===== config.mk =====
export PLATFORM = sky130hd
export DESIGN_NAME = evad_ctrl
export DESIGN_NICKNAME = d
export VERILOG_FILES = /design/src/rtl/core/evad_pkg.sv /design/src/rtl/core/evad_ctrl.sv
export SDC_FILE = /design/constraint.sdc
export NUM_CORES = 1
export LEC_CHECK = 0
export BUFFER_PORTS_ARGS = -buffer_cell sky130_fd_sc_hd__buf_2
export CAP_MARGIN = 10
export CORE_MARGIN = 2
export CORE_UTILIZATION = 60
export DETAILED_ROUTE_END_ITERATION = 10
export GPL_TIMING_DRIVEN = 0
export PLACE_DENSITY = 0.88
export SETUP_SLACK_MARGIN = 0.3
export SYNTH_ARGS = -nofsm -noshare
export SYNTH_HDL_FRONTEND = slang
export SYNTH_SLANG_ARGS = --single-unit

===== constraint.sdc =====
create_clock -name clk -period 10 [get_ports clk]
set_input_delay 1.5 -clock clk [delete_from_list [all_inputs] [get_ports clk]]
set_output_delay 1.5 -clock clk [all_outputs]
set_load 0.1 [all_outputs]

===== src/rtl/core/evad_pkg.sv =====
package evad_pkg;

    // default sizes handed to the top level parameters
    localparam int RMS_BITS_DEF   = 23;
    localparam int COUNT_BITS_DEF = 16;

    // log2 fraction bits, one squaring stage each
    localparam int FRAC_BITS = 16;

    // normalized mantissa is Q1.31, top bit index of the 33 bit shift window
    localparam int NORM_TOP = 32;

    // round(20*log10(2) * 65536), scales log2 Q16 into dB Q8.8 after DB_SHIFT
    localparam int DB_K_W = 19;
    localparam logic [DB_K_W-1:0] DB_PER_LOG2_Q16 = 19'd394566;
    localparam int DB_SHIFT = 24;
    localparam logic [DB_SHIFT-1:0] DB_ROUND = 24'h800000;
    localparam logic [15:0] DB_MAX = 16'hFFFF;

    // stages inside one log lane: leading one, normalize, squares, dB scale
    localparam int LANE_DEPTH = 2 + FRAC_BITS + 1;
    // last valid bit of the pipeline, aligned with the level register
    localparam int PIPE_LAST  = LANE_DEPTH + 1;

    // 8 bit counter ceiling
    localparam logic [7:0] CNT8_MAX = 8'hFF;

    // result event codes
    localparam logic [1:0] EVT_NONE  = 2'd0;
    localparam logic [1:0] EVT_START = 2'd1;
    localparam logic [1:0] EVT_END   = 2'd2;

    // configuration register indexes
    typedef enum logic [2:0] {
        REG_START_THR  = 3'd0,
        REG_ONSET      = 3'd1,
        REG_OFFSET     = 3'd2,
        REG_MIN_SPEECH = 3'd3,
        REG_MAX_SPEECH = 3'd4,
        REG_ALPHA      = 3'd5,
        REG_INIT_NOISE = 3'd6
    } cfg_reg_t;

    // reset values of the configuration registers
    localparam logic [15:0] RST_START_THR  = 16'd2560;
    localparam logic [7:0]  RST_ONSET      = 8'd3;
    localparam logic [7:0]  RST_OFFSET     = 8'd15;
    localparam logic [15:0] RST_MIN_SPEECH = 16'd10;
    localparam logic [15:0] RST_MAX_SPEECH = 16'd500;
    localparam logic [15:0] RST_ALPHA      = 16'd62259;
    localparam logic [15:0] RST_INIT_NOISE = 16'd10240;

    // settings seen by the decision logic
    typedef struct packed {
        logic [15:0] start_threshold_db;
        logic [7:0]  onset_frames;
        logic [7:0]  offset_frames;
        logic [15:0] min_speech_frames;
        logic [15:0] max_speech_frames;
        logic [15:0] noise_alpha;
    } cfg_t;

endpackage


===== src/rtl/core/evad_ctrl.sv =====
module evad_ctrl #(
    parameter int COUNT_BITS = evad_pkg::COUNT_BITS_DEF
) (
    input  logic              clk,
    input  logic              rst_n,
    input  evad_pkg::cfg_t    cfg,
    input  logic              floor_load,
    input  logic [15:0]       floor_value,
    input  logic              frame_valid_last,
    input  logic [15:0]       db_left,
    input  logic [15:0]       db_right,
    input  logic              result_ready,
    output logic              advance,
    output logic              result_valid,
    output logic [1:0]        event_res,
    output logic [15:0]       level_db,
    output logic              speaking
);
    import evad_pkg::*;

    localparam int CMP_W = (COUNT_BITS > 16) ? COUNT_BITS : 16;
    localparam logic [COUNT_BITS-1:0] SPEECH_MAX = '1;

    logic [15:0]           level_reg;
    logic                  in_speech_reg, in_speech_next;
    logic [15:0]           floor_reg, floor_next;
    logic [7:0]            hit_reg, hit_next;
    logic [7:0]            low_reg, low_next;
    logic [COUNT_BITS-1:0] speech_reg, speech_next;
    logic [1:0]            event_next;

    logic                  result_valid_reg;
    logic [1:0]            event_reg;
    logic [15:0]           level_out_reg;
    logic                  speaking_reg;

    logic [16:0]           start_level;
    logic [16:0]           keep_level;
    logic                  onset_hit;
    logic                  hold_hit;
    logic [7:0]            hit_inc;
    logic [7:0]            low_inc;
    logic [COUNT_BITS-1:0] speech_inc;
    logic signed [16:0]    diff;
    logic signed [33:0]    prod;
    logic signed [34:0]    acc;
    logic                  step;

    // pipeline moves whenever the result register is free or being taken
    assign advance = !result_valid_reg || result_ready;
    assign step    = advance && frame_valid_last;

    // louder channel
    always_ff @(posedge clk)
    begin
        if (advance)
        begin
            level_reg <= (db_left > db_right) ? db_left : db_right;
        end
    end

    // thresholds, saturating counters and noise floor average
    always_comb
    begin
        start_level = {1'b0, floor_reg} + {1'b0, cfg.start_threshold_db};
        keep_level  = {1'b0, floor_reg} + {2'b00, cfg.start_threshold_db[15:1]};
        onset_hit   = {1'b0, level_reg} >= start_level;
        hold_hit    = {1'b0, level_reg} >= keep_level;
        hit_inc     = (hit_reg == CNT8_MAX) ? hit_reg : hit_reg + 8'd1;
        low_inc     = (low_reg == CNT8_MAX) ? low_reg : low_reg + 8'd1;
        speech_inc  = (speech_reg == SPEECH_MAX) ? speech_reg
                                                 : speech_reg + COUNT_BITS'(1);
        // alpha*floor + (65536-alpha)*level + half, with one multiply
        diff = $signed({1'b0, floor_reg}) - $signed({1'b0, level_reg});
        prod = $signed({1'b0, cfg.noise_alpha}) * diff;
        acc  = $signed({3'b000, level_reg, 16'h8000}) + 35'(prod);
    end

    // silence / speech decision
    always_comb
    begin
        in_speech_next = in_speech_reg;
        floor_next     = floor_reg;
        hit_next       = hit_reg;
        low_next       = low_reg;
        speech_next    = speech_reg;
        event_next     = EVT_NONE;

        if (!in_speech_reg)
        begin
            if (onset_hit)
            begin
                if (hit_inc >= cfg.onset_frames)
                begin
                    in_speech_next = 1'b1;
                    hit_next       = '0;
                    low_next       = '0;
                    event_next     = EVT_START;
                end
                else
                begin
                    hit_next    = hit_inc;
                    speech_next = speech_inc;
                end
            end
            else
            begin
                speech_next = '0;
                hit_next    = '0;
                floor_next  = acc[31:16];
            end
        end
        else
        begin
            if (hold_hit)
            begin
                speech_next = speech_inc;
                low_next    = '0;
            end
            else if (low_inc >= cfg.offset_frames)
            begin
                in_speech_next = 1'b0;
                low_next       = '0;
                hit_next       = '0;
                if (CMP_W'(speech_reg) >= CMP_W'(cfg.min_speech_frames))
                begin
                    event_next  = EVT_END;
                    speech_next = '0;
                end
            end
            else
            begin
                low_next    = low_inc;
                speech_next = speech_inc;
            end
        end

        // forced end at the maximum length
        if (CMP_W'(speech_next) >= CMP_W'(cfg.max_speech_frames))
        begin
            in_speech_next = 1'b0;
            hit_next       = '0;
            low_next       = '0;
            speech_next    = '0;
            event_next     = EVT_END;
        end
    end

    // detector state
    always_ff @(posedge clk or negedge rst_n)
    begin
        if (!rst_n)
        begin
            in_speech_reg <= 1'b0;
            floor_reg     <= RST_INIT_NOISE;
            hit_reg       <= '0;
            low_reg       <= '0;
            speech_reg    <= '0;
        end
        else if (floor_load)
        begin
            floor_reg <= floor_value;
        end
        else if (step)
        begin
            in_speech_reg <= in_speech_next;
            floor_reg     <= floor_next;
            hit_reg       <= hit_next;
            low_reg       <= low_next;
            speech_reg    <= speech_next;
        end
    end

    // result register
    always_ff @(posedge clk or negedge rst_n)
    begin
        if (!rst_n)
        begin
            result_valid_reg <= 1'b0;
        end
        else if (advance)
        begin
            result_valid_reg <= frame_valid_last;
        end
    end

    always_ff @(posedge clk)
    begin
        if (step)
        begin
            event_reg     <= event_next;
            level_out_reg <= level_reg;
            speaking_reg  <= in_speech_next;
        end
    end

    assign result_valid = result_valid_reg;
    assign event_res    = event_reg;
    assign level_db     = level_out_reg;
    assign speaking     = speaking_reg;

endmodule


==> results of run 1 <==
## critical path, delay by kind of cell (launching register included)
| kind | cells | cell delay, ps |
|---|---|---|
| buf+inv | 7 | 940 |
| compound gates | 14 | 3130 |
| simple gates | 4 | 890 |
| fa+ha+maj | 8 | 3760 |
| xor+xnor | 1 | 100 |
| flops | 1 | 470 |
## metrics by stage
| step | instance area [µm²] | hold slack (ps) | std cells | setup slack (ps) | util |
|---|---|---|---|---|---|
| 2_1_floorplan | 18860 | 486.5 | 2228 | 1592 | - |
| 3_5_place_dp | 20080 | 533.1 | 2770 | 23.63 | 0.6531 |
| 6_report | 20540 | 560.5 | 2791 | 605.4 | 0.6681 |
| 4_1_cts | 20430 | 551.5 | 2786 | 389.3 | 0.6643 |
| 5_1_grt | 20540 | 584.2 | 2791 | 246.5 | 0.6681 |
| 3_3_place_gp | 20080 | 512.6 | 2770 | 257.1 | 0.6531 |
## cell families (layout without fill, tap and decap cells)
logic type | count (synthesis) | count (layout) | synth area share
other cells | 0 | 1 | 0
fa+ha+maj | 494 | 494 | 0.4182
simple gates | 638 | 638 | 0.1662
compound gates | 388 | 388 | 0.1411
xor+xnor | 62 | 62 | 0.02880
buf+inv | 534 | 700 | 0.1079
flops | 85 | 85 | 0.1222
mux | 27 | 27 | 0.01559
## area by class of cell
class                   count  area [µm²]  share of cell area
repair buffers            150       763.2             0.03715
well taps                 396       495.5             0.02412
inverters                 437        1640             0.07985
multi-input cells        1609       14620              0.7115
clock inverters             7       96.34            0.004690
diodes                      1       2.502           0.0001218
plain buffers              97       399.1             0.01943
flip-flops and latches     85        2305              0.1122
clock buffers               9       225.2             0.01096
## synth_stat cells, types with 7 or more instances
master     instances
o311ai_0          19
nand4_1           22
mux2_2            19
nand2_1          203
nor2_1           103
nand2b_1          25
a21boi_0           7
and3_1            20
clkbuf_1          88
a31o_2            11
a211oi_1          11
o31ai_1           16
a311o_1           10
mux2i_1            8
o21a_1            16
a21o_1            39
or3_1              8
nor2b_1           29
nand3b_1          17
fa_1             227
o21bai_1           8
a31oi_1           13
a311oi_1           8
dfrtp_1           48
and2_1            68
nand3_1           85
xnor2_1           42
xor2_1            20
a22o_1            10
ha_1             267
a21oi_1           89
nor3_1            37
edfxtp_1          35
o2111ai_1          8
inv_1            437
o21ai_0           68
o211ai_1           7
## metal layers
metal  GRT usage  part of all wire
met4      0.1954             0.065
met2      0.5651              0.47
met1      0.4085              0.37
met5           0                 0
met3     0.05624             0.090
## repair_timing
| action | in CTS | in global routing |
|---|---|---|
| resized for setup | 6 | 22 |
| buffers inserted | 0 | 4 |
| setup endpoints to repair | 8 | 13 |
| endpoints found under the hold margin | 0 | 0 |
| pin swaps | 0 | 4 |
## path summary, 6_finish.rpt
check | from | to | slack (ps) | cells past startpoint
hold / removal | low_reg[6] | low_reg[6] | 560 | 2
setup reg to reg | level_reg[1] | floor_reg[9] | 610 | 34
min in group asynchronous | rst_n | speech_reg[6] | 1170 | 1
setup / recovery | level_reg[1] | floor_reg[9] | 610 | 34
max in group asynchronous | rst_n | floor_reg[5] | 8330 | 1
hold reg to reg | low_reg[6] | low_reg[6] | 560 | 2
## cells in the final DEF, fill, tap and decap left out, types with 37 or more instances in the layout
cell type and count:
a21o_1 39, nand3_1 85, dfrtp_1 48, o21ai_0 67
and2_1 68, nor3_1 37, xnor2_1 39, nor2_1 102
clkbuf_1 84, inv_1 436, ha_1 267, buf_2 148
fa_1 227, a21oi_1 88, nand2_1 203
==> run summary, run 1 <==
CTS buffer count -> 9
DR iter-0 viols -> 1486
CP Max Fanout -> 10
Post-Route WL -> 54.26 mm
Async S/R FF share, synth -> 0.5882
DR vias -> 17140
area share of the leading cell type in the synthesized netlist -> 0.2410
Die X-Extent -> 181.3 µm
Slew Limit Fails -> 0
vias per cell -> 6.140
die height -> 181.3 µm
Post-synth EDFFs -> 35
DIE AREA -> 0.03286 mm²
initial antenna violation count -> 2
pin count of the biggest net entering global routing -> 51
layout cells sized above 1 -> 0.09816
Setup TNS -> 0 ps
Mapped Cells -> 2228
HP Class -> register to register
Wirelength per Cell -> 19.44 µm
Final Hold Vio Count -> 0
Final #Nets -> 3016
MaxCap Viol Count -> 0
Worst Setup Start Kind -> register
Avg Inst Size Synth -> 8.464 µm²
#FFs+latches synth -> 85
RSZ-0062 raised after global routing -> false
CTS tree -> done
status -> complete, no violations
Tmin final -> 9395 ps
# fillers -> 2448
ANT nets after route -> 0
DR pass1 iterations -> 6
most frequent cell on the critical path -> fa_1
Worst Path Arrival -> 9650 ps
routability cong. -> 0.9549
post-synth top area cell -> fa_1
clk_skew -> 7.987 ps
Ys Warns -> 0
worst slew pin tran -> 1106 ps
H-Tree Depth -> 3
total core area -> 0.03075 mm²
clock slew at reported path FFs -> 70 ps
total track usage -> 0.3361
Clk Latency, worst-skew pair -> 360 ps
# rows -> 64
Syn Nets -> 2855
Detail Placement HPWL -> 44.36 mm
Port Buffers -> 146
Synth area leaders -> fa_1 (24%), ha_1 (18%), inv_1 (8.7%)
cell area after synthesis -> 0.01886 mm²
vias in the first global route -> 17740
clk sinks -> 85
clock root buffer -> clkbuf_16
Area Overhead vs Synth -> 8.938%
Worst Path Required -> 10250 ps
crit-path max cell delay -> 570 ps
Ports -> 154
crit end category -> register
first-pass GRT wire length -> 88.29 mm
Main synth FF type -> dfrtp_1
CTS max path bufs -> 2
DRC -> 0
Final setup viols -> 0
Seq/Total Area, Yosys -> 0.1222
library cells used by synthesis -> 76
remaining global-route overflow -> 0
Crit Path Class -> register to register
Starting Density -> 0.6132
CTS Hold Bufs -> 0
slowest CP cell -> fa_1
f_max -> 106.4 MHz
Rel. slew slack -> 0.2571
Final Cycle Share -> 0.9395
Power of run 1 is left out: the tool's default activity adds up to more than one toggle a clock period on the data nets, which glitch-free logic cannot reach.
==> run 2, diff against run 1 <==
- MAX_ROUTING_LAYER: unset -> met4
==> run 2 against run 1 <==
Die area is the same. Global-route usage grew 1.2 points. Non-clock buffer count shrank 2. Cell area shrank 0.11%. Final cell count is essentially flat. Count of clock-buffer cells in the layout grew 3. Register-to-register slack lost 110 ps. Hold slack lost 2.4 ps.
==> run summary, run 2 (synthesized netlist as in run 1, its figures left out) <==
# rows -> 64
clk sinks -> 85
most frequent cell on the critical path -> fa_1
design area -> 0.02052 mm²
Tmin final -> 9501 ps
DIE AREA -> 0.03286 mm²
first-pass GRT wire length -> 88.31 mm
Non-Filler Instances -> 2793
FF-to-FF End -> floor_reg[9]
CTS buffer count -> 9
pin count of the biggest net entering global routing -> 51
f_max -> 105.2 MHz
Worst Path Arrival -> 9760 ps
vias per cell -> 6.078
Setup TNS -> 0 ps
die height -> 181.3 µm
Final setup viols -> 0
worst slew pin tran -> 1101 ps
status -> complete, no violations
Ports -> 154
Die X-Extent -> 181.3 µm
CTS tree -> done
total core area -> 0.03075 mm²
Crit Path Class -> register to register
DR iter-0 viols -> 1552
CTS max path bufs -> 2
Wirelength per Cell -> 19.48 µm
clk_skew -> 14.16 ps
clock root buffer -> clkbuf_16
ANT nets after route -> 0
Slew Limit Fails -> 0
initial antenna violation count -> 5
length of routed met3 wiring -> 4.525 mm
HP Class -> register to register
CP Max Fanout -> 10
layout cells sized above 1 -> 0.09615
met1 wire length -> 20.61 mm
crit-path max cell delay -> 550 ps
Port Buffers -> 146
routability cong. -> 1.005
wire length on met2 -> 26.50 mm
area of placed instances -> 0.02008 mm²
total track usage -> 0.3485
Area Overhead vs Synth -> 8.818%
R2R depth -> 34
Worst Setup Start Kind -> register
commonest non-fill, non-tap cell in the layout -> inv_1
Cells after DPL -> 2770
vias in the first global route -> 17150
Max Used Layer -> met4
FF+latch area -> 0.002305 mm²
Final #Nets -> 3014
DR vias -> 16980
DRC -> 0
capture point of the critical path -> floor_reg[9]
Post-Route Utilization -> 0.6673
Multi-input gate area -> 0.01460 mm²
MaxCap Viol Count -> 0
Critical Path Start -> level_reg[1]
hold path cells -> 0
slowest CP cell -> fa_1
Final Hold Vio Count -> 0
DR pass1 iterations -> 6
crit end category -> register
HP Start -> level_reg[1]
Clk Latency, worst-skew pair -> 370 ps
# fillers -> 2481
Reg2Reg Setup Slack -> 500 ps
Final Cycle Share -> 0.9501
most frequent cells in the layout -> inv_1 (437), ha_1 (267), fa_1 (227), nand2_1 (203), buf_2 (149)
H-Tree Depth -> 3
RSZ-0062 raised after global routing -> false
clock slew at reported path FFs -> 70 ps
launching point of the worst reg2reg path -> level_reg[1]
remaining global-route overflow -> 0
Detail Placement HPWL -> 44.75 mm
Starting Density -> 0.6132
Post-Route WL -> 54.40 mm
Worst Path Required -> 10260 ps
Rel. slew slack -> 0.2603
[run 2: worst min path at each step]
stage / end / slack (ps)
global placement: low_reg[6] / 520
CTS: low_reg[6] / 560
floorplan: level_db[11] / 490
global route: level_db[1] / 560
detailed placement: low_reg[6] / 540
finish: level_db[1] / 560
[run 2: metal layers]
| layer | track usage | up-vias |
|---|---|---|
| met5 | - | - |
| met4 | 0.1639 | 0 |
| met3 | 0.05039 | 200 |
| met2 | 0.5762 | 900 |
| met1 | 0.4219 | 8173 |
| li1 | - | 7703 |
[run 2: area by class of cell]
type	count	area share
well taps	396	0.02415
plain buffers	97	0.01945
multi-input cells	1609	0.7113
clock buffers	12	0.01360
diodes	5	0.0006098
inverters	437	0.07994
clock inverters	4	0.001646
flip-flops and latches	85	0.1123
repair buffers	148	0.03695
[run 2: critical path, delay by kind of cell (launching register included)]
| family | cells | cell delay (ps) |
|---|---|---|
| flip-flops | 1 | 450 |
| adder cells (fa/ha/maj) | 8 | 3790 |
| AND/OR/NAND/NOR | 4 | 860 |
| XOR/XNOR | 1 | 130 |
| AO/OA/AOI/OAI | 14 | 3180 |
| buffers and inverters | 7 | 950 |
[run 2: metrics by stage]
step                worst slack (ps)  hold slack [ps]
floorplan                       1592            486.5
global placement               170.9            519.6
detailed placement             4.373            541.3
CTS                            303.6            564.5
global route                   151.1            564.3
finish                         498.7            558.1
[run 2: repair_timing]
action                                  in CTS  in global routing
gates cloned                                 0                  0
pin swaps                                    0                  1
gates resized for setup                      8                 16
setup buffers                                0                  1
hold buffers                                 0                  0
endpoints found under the setup margin       7                 10
Power of run 2 is left out for the same reason.
